[config.mk]
export PLATFORM = sky130hd
export DESIGN_NAME = reorder_buffer
export DESIGN_NICKNAME = d
export VERILOG_FILES = /design/src/rob_pkg.sv /design/src/rob_ctrl.sv /design/src/rob_datapath.sv /design/src/reorder_buffer.sv
export SDC_FILE = /design/constraint.sdc
export NUM_CORES = 2
export LEC_CHECK = 0
export BUFFER_PORTS_ARGS = -buffer_cell sky130_fd_sc_hd__clkbuf_2
export CELL_PAD_IN_SITES_DETAIL_PLACEMENT = 0
export CELL_PAD_IN_SITES_GLOBAL_PLACEMENT = 2
export CORE_AREA = 2 2 364 510
export CTS_BUF_LIST = sky130_fd_sc_hd__clkbuf_2
export DETAILED_ROUTE_END_ITERATION = 8
export DIE_AREA = 0 0 366 512
export PLACE_DENSITY_LB_ADDON = 0.1
export SYNTH_ARGS = -nofsm -noshare
export SYNTH_HDL_FRONTEND = slang
export SYNTH_HIERARCHICAL = 1
export SYNTH_SLANG_ARGS = --single-unit
export TNS_END_PERCENT = 5
[constraint.sdc]
create_clock -name clk -period 11.2 [get_ports clk]
set_clock_uncertainty 0.15 [all_clocks]
set_input_delay 1.12 -clock clk [delete_from_list [all_inputs] [get_ports clk]]
set_output_delay 1.12 -clock clk [all_outputs]
set_load 0.01 [all_outputs]
[src/rob_pkg.sv]
// shared types, constants and helpers for the reorder buffer
// no dependencies; imported by rob_ctrl, rob_datapath and reorder_buffer
`default_nettype none
package rob_pkg;

  localparam int ROB_DEPTH   = 16;
  localparam int VALUE_WIDTH = 32;
  localparam int IDX_W       = $clog2(ROB_DEPTH);
  localparam int CNT_W       = $clog2(ROB_DEPTH + 1);

  // request command codes
  localparam logic [1:0] CMD_ALLOC    = 2'd0;
  localparam logic [1:0] CMD_COMPLETE = 2'd1;
  localparam logic [1:0] CMD_COMMIT   = 2'd2;
  localparam logic [1:0] CMD_FLUSH    = 2'd3;

  // result status codes
  localparam logic [1:0] STAT_OK       = 2'd0;
  localparam logic [1:0] STAT_FAIL     = 2'd1;
  localparam logic [1:0] STAT_MISMATCH = 2'd2;

  // configuration register indexes
  localparam int CFG_IDX_W  = 1;
  localparam int CFG_DATA_W = 5;
  localparam logic [CFG_IDX_W-1:0] CFG_HALT   = 1'd0;
  localparam logic [CFG_IDX_W-1:0] CFG_BRANCH = 1'd1;
  localparam logic [CFG_DATA_W-1:0] HALT_RESET   = 5'd0;
  localparam logic [CFG_DATA_W-1:0] BRANCH_RESET = 5'd1;

  typedef logic [4:0]             op_kind_t;
  typedef logic [31:0]            pc_t;
  typedef logic [5:0]             dest_t;
  typedef logic [VALUE_WIDTH-1:0] value_t;
  typedef logic [4:0]             occ_t;
  typedef logic [IDX_W-1:0]       idx_t;
  typedef logic [CNT_W-1:0]       cnt_t;

  typedef struct packed {
    logic [1:0]         command;
    op_kind_t           op_kind;
    pc_t                pc;
    dest_t              dest_reg;
    logic signed [31:0] result_value;
    logic               executed;
    logic               result_ready;
  } rob_item_t;

  typedef struct packed {
    logic [1:0]         status;
    op_kind_t           out_op_kind;
    pc_t                out_pc;
    dest_t              out_dest_reg;
    logic signed [31:0] out_value;
    logic               out_ready;
    logic               out_exception;
    logic               out_busy;
    occ_t               occupancy;
    logic               can_accept;
  } rob_result_t;

  // controller to datapath commands
  typedef struct packed {
    logic load;
    logic match;
    logic apply;
  } rob_cmd_t;

  function automatic idx_t next_idx(input idx_t i);
    return (i == idx_t'(ROB_DEPTH - 1)) ? '0 : idx_t'(i + 1'b1);
  endfunction

endpackage
`default_nettype wire

[src/rob_ctrl.sv]
// sequencing controller: accept, match, apply and result register handshake
// depends on rob_pkg
`default_nettype none
module rob_ctrl (
  input  wire logic           clk,
  input  wire logic           rst,
  input  wire logic           item_valid,
  output logic                item_stall,
  output logic                result_valid,
  input  wire logic           result_stall,
  output rob_pkg::rob_cmd_t   cmd
);
  import rob_pkg::*;

  localparam logic [1:0] ST_IDLE  = 2'd0;
  localparam logic [1:0] ST_MATCH = 2'd1;
  localparam logic [1:0] ST_APPLY = 2'd2;

  logic [1:0] state;
  logic [1:0] state_next;
  logic       result_valid_next;
  logic       out_blocked;

  assign out_blocked = result_valid && result_stall;
  assign item_stall  = rst || (state != ST_IDLE);

  always_comb begin
    cmd.load  = (state == ST_IDLE) && item_valid && !rst;
    cmd.match = (state == ST_MATCH);
    cmd.apply = (state == ST_APPLY) && !out_blocked;
  end

  always_comb begin
    case (state)
      ST_IDLE:  state_next = cmd.load ? ST_MATCH : ST_IDLE;
      ST_MATCH: state_next = ST_APPLY;
      ST_APPLY: state_next = cmd.apply ? ST_IDLE : ST_APPLY;
      default:  state_next = ST_IDLE;
    endcase
  end

  // result register stays full until taken, refilled by the next apply
  assign result_valid_next = cmd.apply || out_blocked;

  always_ff @(posedge clk) begin
    if (rst) begin
      state        <= ST_IDLE;
      result_valid <= 1'b0;
    end else begin
      state        <= state_next;
      result_valid <= result_valid_next;
    end
  end

  a_load_then_match: assert property (@(posedge clk) disable iff (rst)
    cmd.load |=> cmd.match)
    else $error("match did not follow request load");

  a_match_then_apply: assert property (@(posedge clk) disable iff (rst)
    state == ST_MATCH |=> state == ST_APPLY)
    else $error("match stage not followed by apply stage");

  a_apply_fills_result: assert property (@(posedge clk) disable iff (rst)
    cmd.apply |=> result_valid)
    else $error("apply did not present a result");

  a_drain_empties: assert property (@(posedge clk) disable iff (rst)
    (result_valid && !result_stall && state != ST_APPLY) |=> !result_valid)
    else $error("taken result not released");

endmodule
`default_nettype wire

[src/rob_datapath.sv]
// reorder buffer entries, pointers, pc search and result register
// depends on rob_pkg; sequenced by rob_ctrl
`default_nettype none
module rob_datapath (
  input  wire logic                               clk,
  input  wire logic                               rst,
  input  wire rob_pkg::rob_cmd_t                  cmd,
  input  wire rob_pkg::rob_item_t                 item,
  input  wire logic                               cfg_write,
  input  wire logic [rob_pkg::CFG_IDX_W-1:0]      cfg_index,
  input  wire logic [rob_pkg::CFG_DATA_W-1:0]     cfg_data,
  output rob_pkg::rob_result_t                    result
);
  import rob_pkg::*;

  rob_item_t              req;
  op_kind_t               halt_code;
  op_kind_t               branch_code;

  logic [ROB_DEPTH-1:0]   busy;
  logic [ROB_DEPTH-1:0]   ready;
  logic [ROB_DEPTH-1:0]   excp;
  op_kind_t               etype  [ROB_DEPTH];
  pc_t                    epc    [ROB_DEPTH];
  dest_t                  edest  [ROB_DEPTH];
  value_t                 evalue [ROB_DEPTH];
  idx_t                   head;
  idx_t                   tail;
  cnt_t                   count;

  logic                   found;
  idx_t                   found_idx;
  logic                   dest_ok;
  logic                   found_c;
  idx_t                   found_idx_c;
  logic                   dest_ok_c;

  logic [ROB_DEPTH-1:0]   busy_next;
  logic [ROB_DEPTH-1:0]   ready_next;
  idx_t                   head_next;
  idx_t                   tail_next;
  cnt_t                   count_next;
  rob_result_t            res_next;
  logic                   do_alloc;
  logic                   do_complete;

  // lowest busy entry whose pc matches, with its destination check
  always_comb begin
    found_c     = 1'b0;
    found_idx_c = '0;
    dest_ok_c   = 1'b0;
    for (int j = ROB_DEPTH - 1; j >= 0; j--) begin
      if (busy[j] && (epc[j] == req.pc)) begin
        found_c     = 1'b1;
        found_idx_c = idx_t'(j);
        dest_ok_c   = (edest[j] == req.dest_reg);
      end
    end
  end

  always_comb begin
    busy_next   = busy;
    ready_next  = ready;
    head_next   = head;
    tail_next   = tail;
    count_next  = count;
    do_alloc    = 1'b0;
    do_complete = 1'b0;
    res_next        = '0;
    res_next.status = STAT_FAIL;
    case (req.command)
      CMD_ALLOC: begin
        if ((count < cnt_t'(ROB_DEPTH)) && !busy[tail]) begin
          do_alloc          = 1'b1;
          busy_next[tail]   = 1'b1;
          ready_next[tail]  = (req.op_kind == halt_code);
          count_next        = count + cnt_t'(1);
          tail_next         = next_idx(tail);
          res_next.status   = STAT_OK;
        end
      end
      CMD_COMPLETE: begin
        if (req.executed && found) begin
          if (dest_ok) begin
            do_complete           = 1'b1;
            ready_next[found_idx] = req.result_ready;
            res_next.status       = STAT_OK;
          end else begin
            res_next.status = STAT_MISMATCH;
          end
        end
      end
      CMD_COMMIT: begin
        if (ready[head]) begin
          res_next.out_op_kind   = etype[head];
          res_next.out_pc        = epc[head];
          res_next.out_dest_reg  = edest[head];
          res_next.out_value     = 32'(evalue[head]);
          res_next.out_ready     = 1'b1;
          res_next.out_exception = excp[head];
          res_next.out_busy      = busy[head];
          busy_next[head]        = 1'b0;
          ready_next[head]       = 1'b0;
          if (count != '0) begin
            count_next = count - cnt_t'(1);
          end
          head_next       = next_idx(head);
          res_next.status = STAT_OK;
        end
      end
      CMD_FLUSH: begin
        busy_next       = '0;
        ready_next      = '0;
        head_next       = '0;
        tail_next       = '0;
        count_next      = '0;
        res_next.status = STAT_OK;
      end
      default: ;
    endcase
    res_next.occupancy  = occ_t'(count_next);
    res_next.can_accept = (count_next < cnt_t'(ROB_DEPTH)) && !busy_next[tail_next];
  end

  always_ff @(posedge clk) begin
    if (rst) begin
      busy        <= '0;
      ready       <= '0;
      head        <= '0;
      tail        <= '0;
      count       <= '0;
      halt_code   <= HALT_RESET;
      branch_code <= BRANCH_RESET;
    end else begin
      if (cfg_write) begin
        case (cfg_index)
          CFG_HALT:   halt_code   <= cfg_data;
          CFG_BRANCH: branch_code <= cfg_data;
          default: ;
        endcase
      end
      if (cmd.apply) begin
        busy  <= busy_next;
        ready <= ready_next;
        head  <= head_next;
        tail  <= tail_next;
        count <= count_next;
      end
    end
  end

  // entry payload only matters while the entry is busy
  always_ff @(posedge clk) begin
    if (cmd.load) begin
      req <= item;
    end
    if (cmd.match) begin
      found     <= found_c;
      found_idx <= found_idx_c;
      dest_ok   <= dest_ok_c;
    end
    if (cmd.apply) begin
      result <= res_next;
      if (do_alloc) begin
        etype[tail]  <= req.op_kind;
        epc[tail]    <= req.pc;
        edest[tail]  <= req.dest_reg;
        evalue[tail] <= '1;
        excp[tail]   <= 1'b0;
      end
      if (do_complete) begin
        evalue[found_idx] <= value_t'(req.result_value);
        if (req.op_kind == branch_code) begin
          excp[found_idx] <= req.result_ready;
        end
      end
    end
  end

  a_count_matches_busy: assert property (@(posedge clk) disable iff (rst)
    $countones(busy) == int'(count))
    else $error("entry count disagrees with busy entries");

  a_count_bounded: assert property (@(posedge clk) disable iff (rst)
    count <= cnt_t'(ROB_DEPTH))
    else $error("entry count beyond depth");

  a_flush_clears: assert property (@(posedge clk) disable iff (rst)
    (cmd.apply && req.command == CMD_FLUSH) |=> (count == '0 && busy == '0 && head == tail))
    else $error("flush left entries behind");

  a_ready_implies_busy: assert property (@(posedge clk) disable iff (rst)
    (ready & ~busy) == '0)
    else $error("ready entry not busy");

endmodule
`default_nettype wire

[src/reorder_buffer.sv]
// Reorder buffer, 16 entries, in-order circular allocation and retirement.
// Request channel: item_valid / item_stall with an item struct carrying the
// command (allocate, complete, commit head, flush), type, pc, destination,
// value and flags. A request is taken on a clock edge with item_valid high
// and item_stall low. Every request gives exactly one result on the
// result channel (result_valid / result_stall): status, the retired entry
// on a successful commit, occupancy and whether an allocate would succeed.
// Timing: a request is held in the request register, its pc search result
// in the match registers, then the apply state updates the entries and the
// result register; a new request is taken only once the previous one is
// applied. The pc search is combinational over all entries and registered.
// The result register holds while result_stall is high; the next request
// is still taken and worked up to its update, which waits for the register.
// Config: cfg_write with cfg_index 0 writes the halt type code, 1 the
// branch type code; write only while no request is in flight.
// Reset (synchronous, rst high) empties the buffer, clears both pointers,
// sets halt code 0 and branch code 1, and drops result_valid.
`default_nettype none
module reorder_buffer (
  input  wire logic                               clk,
  input  wire logic                               rst,
  input  wire logic                               item_valid,
  output logic                                    item_stall,
  input  wire rob_pkg::rob_item_t                 item,
  output logic                                    result_valid,
  input  wire logic                               result_stall,
  output rob_pkg::rob_result_t                    result,
  input  wire logic                               cfg_write,
  input  wire logic [rob_pkg::CFG_IDX_W-1:0]      cfg_index,
  input  wire logic [rob_pkg::CFG_DATA_W-1:0]     cfg_data
);
  import rob_pkg::*;

  rob_cmd_t cmd;

  rob_ctrl u_ctrl (
    .clk          (clk),
    .rst          (rst),
    .item_valid   (item_valid),
    .item_stall   (item_stall),
    .result_valid (result_valid),
    .result_stall (result_stall),
    .cmd          (cmd)
  );

  rob_datapath u_datapath (
    .clk       (clk),
    .rst       (rst),
    .cmd       (cmd),
    .item      (item),
    .cfg_write (cfg_write),
    .cfg_index (cfg_index),
    .cfg_data  (cfg_data),
    .result    (result)
  );

endmodule
`default_nettype wire

# ---- Word-level counts from Yosys, hierarchy flattened
# Memory sizes are Yosys's and may differ from the RTL's. A register that Yosys moved wholly into a read port is not among the register bits.
# Cells that the tools add are included.
# Widths: inputs -> output; s select.
dict set report word_totals {
  word_cells 252
  latch_bits 0
  ram_bits 1200
  mem_count 4
  romBits 0
  ff_bits 245
}
dict set report op_classes {
  eq_ne 45
  n_mux 103
  shifts 0
  magnitude_cmp 9
  n_reduce_logical 47
  n_bitwise 7
  div_mod_pow 0
  multipliers 0
  add_sub_neg 4
}
# memory depth word_bits rd rd_ports_with_merged_regs write_ports line_no
set mem_list {}
lappend mem_list {u_datapath.epc 16 32 17 1 1 rob_datapath.sv:24} ;# pc_t epc [ROB_DEPTH];
lappend mem_list {u_datapath.evalue 16 32 1 1 1 rob_datapath.sv:26} ;# value_t evalue [ROB_DEPTH];
lappend mem_list {u_datapath.edest 16 6 17 1 1 rob_datapath.sv:25} ;# dest_t edest [ROB_DEPTH];
lappend mem_list {u_datapath.etype 16 5 1 1 1 rob_datapath.sv:23} ;# op_kind_t etype [ROB_DEPTH];
# op n
set op_table {}
lappend op_table {{$eq 32x32->1} 16}
lappend op_table {{$mux 16} 10}
lappend op_table {{$eq 6x6->1} 16}
lappend op_table {{$mux 4} 21}
lappend op_table {{$mux 79} 1}
lappend op_table {{$pmux 16 s4} 1}
lappend op_table {{$and 16x16->16} 3}
lappend op_table {{$bwmux 16} 3}
lappend op_table {{$pmux 16 s3} 1}
lappend op_table {{$mux 1} 40}
lappend op_table {{$mux 32} 1}
lappend op_table {{$not 16->16} 2}
lappend op_table {{$reduce_or 32->1} 1}
lappend op_table {{$logic_and 1x1->1} 26}
lappend op_table {{$bmux 1 s4} 5}
lappend op_table {{$lt 4x5->1 const B} 4}
lappend op_table {{$or 16x16->16} 1}
lappend op_table {{$pmux 4 s2} 2}
lappend op_table {{$mux 5} 3}
lappend op_table {{$pmux 5 s3} 1}
lappend op_table {{$reduce_or 15->1} 1}
lappend op_table {{$demux 1 s4} 3}
lappend op_table {{$ge 4x1->1 const B} 3}
lappend op_table {{$mux 3} 4}
lappend op_table {{other kinds (24)} 46}

# ---- Depth between registers and ports, before layout
# An unclocked memory read counts as a cell.
dict set report logic_depth {
  word_depth 19
  ltp_mapped 13
  mapped_depth_nobuf 11
}

# ---- By module
# The synthesis kept the hierarchy.
# mod seq_area_each_um2 n_inst area_per_inst_um2 cells_each
set modules_own_cells {}
lappend modules_own_cells {rob_datapath 42831.1 1 63523.4 3646}
lappend modules_own_cells {rob_ctrl 60.1 1 127.6 15}

# ---- Worst setup path before layout
# No wires, ideal clock.
dict set report synth_path {
  path_kind {input -> register}
  startpoint {in result_stall}
  endpoint {mem u_datapath/edest[0][0] in the netlist's numbering (enable)}
  path_slack_ns 2.113
  cell_stages 5
  t_required_ns 10.606
  arrival_ns 8.494
  path_cell_list {a21oi_1 clkbuf_1 nand2_1 clkbuf_1 nor2_1}
}
dict set report synth_via {
  elab_chain_len 5
}
# element line_no
set synth_lines {}
lappend synth_lines {{from (decl)} reorder_buffer.sv:26} ;# input wire logic result_stall,
lappend synth_lines {{$logic_and 1x1->1} rob_ctrl.sv:24} ;# assign out_blocked = result_valid && result_stall;
lappend synth_lines {{$logic_not 1->1} rob_ctrl.sv:30} ;# cmd.apply = (state == ST_APPLY) && !out_blocked;
lappend synth_lines {{$logic_and 1x1->1} rob_ctrl.sv:30}
lappend synth_lines {{$mux 1} rob_datapath.sv:162} ;# if (cmd.apply) begin
lappend synth_lines {{$mux 1 (implied by the code)} rob_datapath.sv:167} ;# edest[tail] <= req.dest_reg;
lappend synth_lines {{to (decl)} rob_datapath.sv:25}
# Every way passes these cells.

# ---- Worst setup path in the final report
dict set report layout_path {
  startpoint {reg u_datapath.tail[2]}
  endpoint {mem u_datapath/evalue[6][3] in the netlist's numbering (enable)}
}
dict set report layout_via {
  elab_chain_len 10
}
# element line_no
set layout_lines {}
lappend layout_lines {{from (decl)} rob_datapath.sv:28} ;# idx_t tail;
lappend layout_lines {{from (signal assigned)} rob_datapath.sv:146} ;# tail <= tail_next;
lappend layout_lines {{$bmux 1 s4} rob_datapath.sv:73} ;# if ((count < cnt_t'(ROB_DEPTH)) && !busy[tail]) begin
lappend layout_lines {{$mux 1 (implied by the code)} rob_datapath.sv:73}
lappend layout_lines {{$logic_not 1->1} rob_datapath.sv:73}
lappend layout_lines {{$logic_and 1x1->1} rob_datapath.sv:73}
lappend layout_lines {{$mux 1} rob_datapath.sv:73}
lappend layout_lines {{$mux 1} rob_datapath.sv:71} ;# case (req.command)
lappend layout_lines {{$mux 1} rob_datapath.sv:164} ;# if (do_alloc) begin
lappend layout_lines {{$mux 1} rob_datapath.sv:162}
lappend layout_lines {{$mux 1 (implied by the code)} rob_datapath.sv:168} ;# evalue[tail] <= '1;
lappend layout_lines {{$mux 1 (no line)} -}
lappend layout_lines {{to (decl)} rob_datapath.sv:26}
# Parallel ways exist; a longest one is shown, timed or not. The select of a mux whose other input is x is not followed.

==> impl_metrics.json <==
{
  "cts-root-buf": "clkbuf_2",
  "clock_latency_ns": 1.84,
  "end_kind": "register",
  "hold_violations": 0,
  "cts-resized-gates": 0,
  "status": "finished clean",
  "ios": 178,
  "grt_max_degree": 100,
  "fmax_mhz": 197,
  "drv_cap": 0,
  "fp-row-count": 186,
  "worst-path-buf-inv": 1,
  "antenna_found_initial": 11,
  "power_density_mw_per_mm2": 139,
  "drt-total-wl_um": 237000,
  "yosysSeqAreaShare_pct": 67.4,
  "synth_top_area_share_pct": 65.4,
  "routed_via_density": 5.32,
  "synth_fa_ha_area_share_pct": 0.275,
  "rsz0062_at_grt": "false",
  "peakVddDrop_uv": 103,
  "utilization_pct": 39.9,
  "synth_top_family_by_area": "multiplexers",
  "grtUsageTotal_pct": 25.1,
  "crit_arrival_ns": 6.28,
  "drive_above_1_share_pct": 29.1,
  "initial_core_util_pct": 34.8,
  "syn_area_sq_mm": 0.0637,
  "place_ws_ns": 6.12,
  "slew_headroom_pct": 19.4,
  "routedWlPerCell_um": 33.8,
  "synth.net_count": 3765,
  "synthSimpleGateAreaFrac_pct": 5.34,
  "met2_length_um": 127000,
  "crit_chain": "mux4_2, mux2_4, nand2_1, o21ai_2, or2_0, o31ai_1, nand3_1, nor2_4, buf_4",
  "die_width_um": 366,
  "synth-seq-cells": 1449,
  "dr.pass1.iters": 6,
  "syn_to_final_growth_pct": 14.7,
  "startpoint_type": "register",
  "met3_length_um": 9940,
  "cts_buffers": 390,
  "synth_area_leaders": "edfxtp_1, mux4_2, xnor2_1",
  "synth_compound_area_share_pct": 2.41,
  "setup_violations": 0,
  "holdBufCountCts": 186,
  "leakage_nw": 21.4,
  "synth_edf_count": 1387,
  "setup_tns_ns": 0,
  "ys.flop_type": "edfxtp_1",
  "cpMaxStageDelayCell": "dfxtp_1",
  "vias": 37339,
  "die-area_sq_mm": 0.187,
  "critPathMaxFanout": 21,
  "clockBufferDepth": 4,
  "top_layer": "met5",
  "hp-class": "in -> reg",
  "place_hpwl_um": 159000,
  "die_y_um": 512,
  "grt_pass1_vias": 39956,
  "cts.clk_slew.worst_paths_ns": 0.10,
  "total_power_mw": 10.1,
  "yosys_warnings": 6,
  "cts_tree": "done",
  "drt_first_iter_violations": 3131,
  "synthArstFlopShare_pct": 0,
  "overflow": 0,
  "drt-met1-wl_um": 84200,
  "holdWs_ns": 0.262,
  "clock_sinks": 1449,
  "syn_area_per_cell_sq_um": 17.4,
  "fin_crit_ns": 5.08,
  "grt_pass1_wl_um": 324000,
  "crit_type": "reg -> reg",
  "core_sq_mm": 0.183,
  "synth.area.mux_share_pct": 14.4,
  "drv_slew": 0,
  "ctsHtreeMaxLevel": 5,
  "yosysTopAreaCell": "edfxtp_1",
  "crit_path_max_incr_delay_ns": 0.78,
  "antenna_left": 0,
  "io_buffers": 177,
  "fin_crit_sh_pct": 45.4,
  "synth_cell_types": 72,
  "crit_required_ns": 12.40,
  "tightest_slew_ns": 1.21,
  "drc": 0,
  "synth-xor-area-share_pct": 8.48,
  "cpLargestDelayFamily": "simple AND/OR/NAND/NOR gates",
  "post_cts_buffers": 0,
  "worst_slack_ns": 6.12,
  "gp_congestion": 0.914,
  "fin_nets": 4405,
  "syn_inst": 3661
}
-- synth_stat cells (34+ instances only) --
cell	n
buf_2	38
buf_1	43
nand3_1	59
dfxtp_1	62
nor2_1	130
clkbuf_1	150
or3_1	37
and3_1	89
a21oi_1	71
nand4_1	99
o21ai_0	56
nor4_1	68
inv_1	34
nand2_1	87
edfxtp_1	1387
mux4_2	390
xor2_1	223
xnor2_1	393
-- layout by cell type (no fill, tap or decap), drive strengths merged, types with 38 or more instances in the layout --
master       instances
edfxtp            1387
clkbuf             745
xnor2              393
mux4               390
xor2               223
dlygate4sd3        186
nor2               131
buf                119
nand4               99
and3                89
nand2               87
clkinv              82
a21oi               71
nor4                68
dfxtp               62
o21ai               61
nand3               59
or3                 38
inv                 38
-- registers in the layout, summed over array words and instances, names as in the netlist, named ones only --
register and count:
u_datapath/dest_ok 1, u_datapath/busy 16, u_datapath/found 1, u_datapath/halt_code 5, u_datapath/edest 96, u_datapath/head 4
u_datapath/result 86, u_ctrl/state 2, u_datapath/excp 16, u_datapath/tail 4, u_datapath/branch_code 5, u_datapath/req 79
u_datapath/evalue 512, u_datapath/etype 80, u_datapath/found_idx 4, u_datapath/count 5, u_datapath/epc 512, u_ctrl/result_valid 1
-- cells by family (layout without fill, tap and decap cells) --
family / Yosys count / in the layout
AO/OA/AOI/OAI: 242 / 242
flip-flops: 1449 / 1449
other: 0 / 8
adder cells (fa/ha/maj): 14 / 14
buffers and inverters: 271 / 1173
XOR/XNOR: 616 / 616
AND/OR/NAND/NOR: 643 / 643
multiplexers: 426 / 426
-- final timing paths --
check | slack (ns) | cells past startpoint | startpoint | endpoint
min reg2reg | 0.33 | 2 | u_datapath/branch_code[4] | u_datapath/branch_code[4]
min | 0.26 | 2 | item[42] | u_datapath/req[42]
max | 6.12 | 9 | u_datapath/tail[2] | u_datapath/evalue[6][3]
max reg2reg | 6.12 | 9 | u_datapath/tail[2] | u_datapath/evalue[6][3]
-- per-stage QoR --
stage	std cells	cell area, sq um
after floorplan	3661	63700
after global placement	6166	67900
after detailed placement	6167	67900
after CTS	7007	73000
after global routing	7011	73000
final	7015	73000
-- area by class of cell --
cell class | count | area, sq um
fill | 17233 | 110000
sequential | 1449 | 42900
multi-input combinational | 1941 | 19900
timing repair buffer | 482 | 3680
tap | 2444 | 3060
clock buffer | 568 | 2840
clock inverter | 86 | 408
inverter | 37 | 139
antenna | 8 | 20.0
-- power breakdown --
part           internal (mW)  switching, mW  leakage (nW)
clock                   1.40           2.25          2.55
combinational          0.190          0.346          7.48
sequential              5.91         0.0320          11.4
-- metal layers --
| layer | track usage [%] | vias up |
|---|---|---|
| li1 | - | 15958 |
| met1 | 26.8 | 19719 |
| met2 | 45.9 | 1249 |
| met3 | 4.13 | 409 |
| met4 | 15.9 | 4 |
| met5 | 0 | - |
Note: power is estimated with default switching activity, not from simulation.
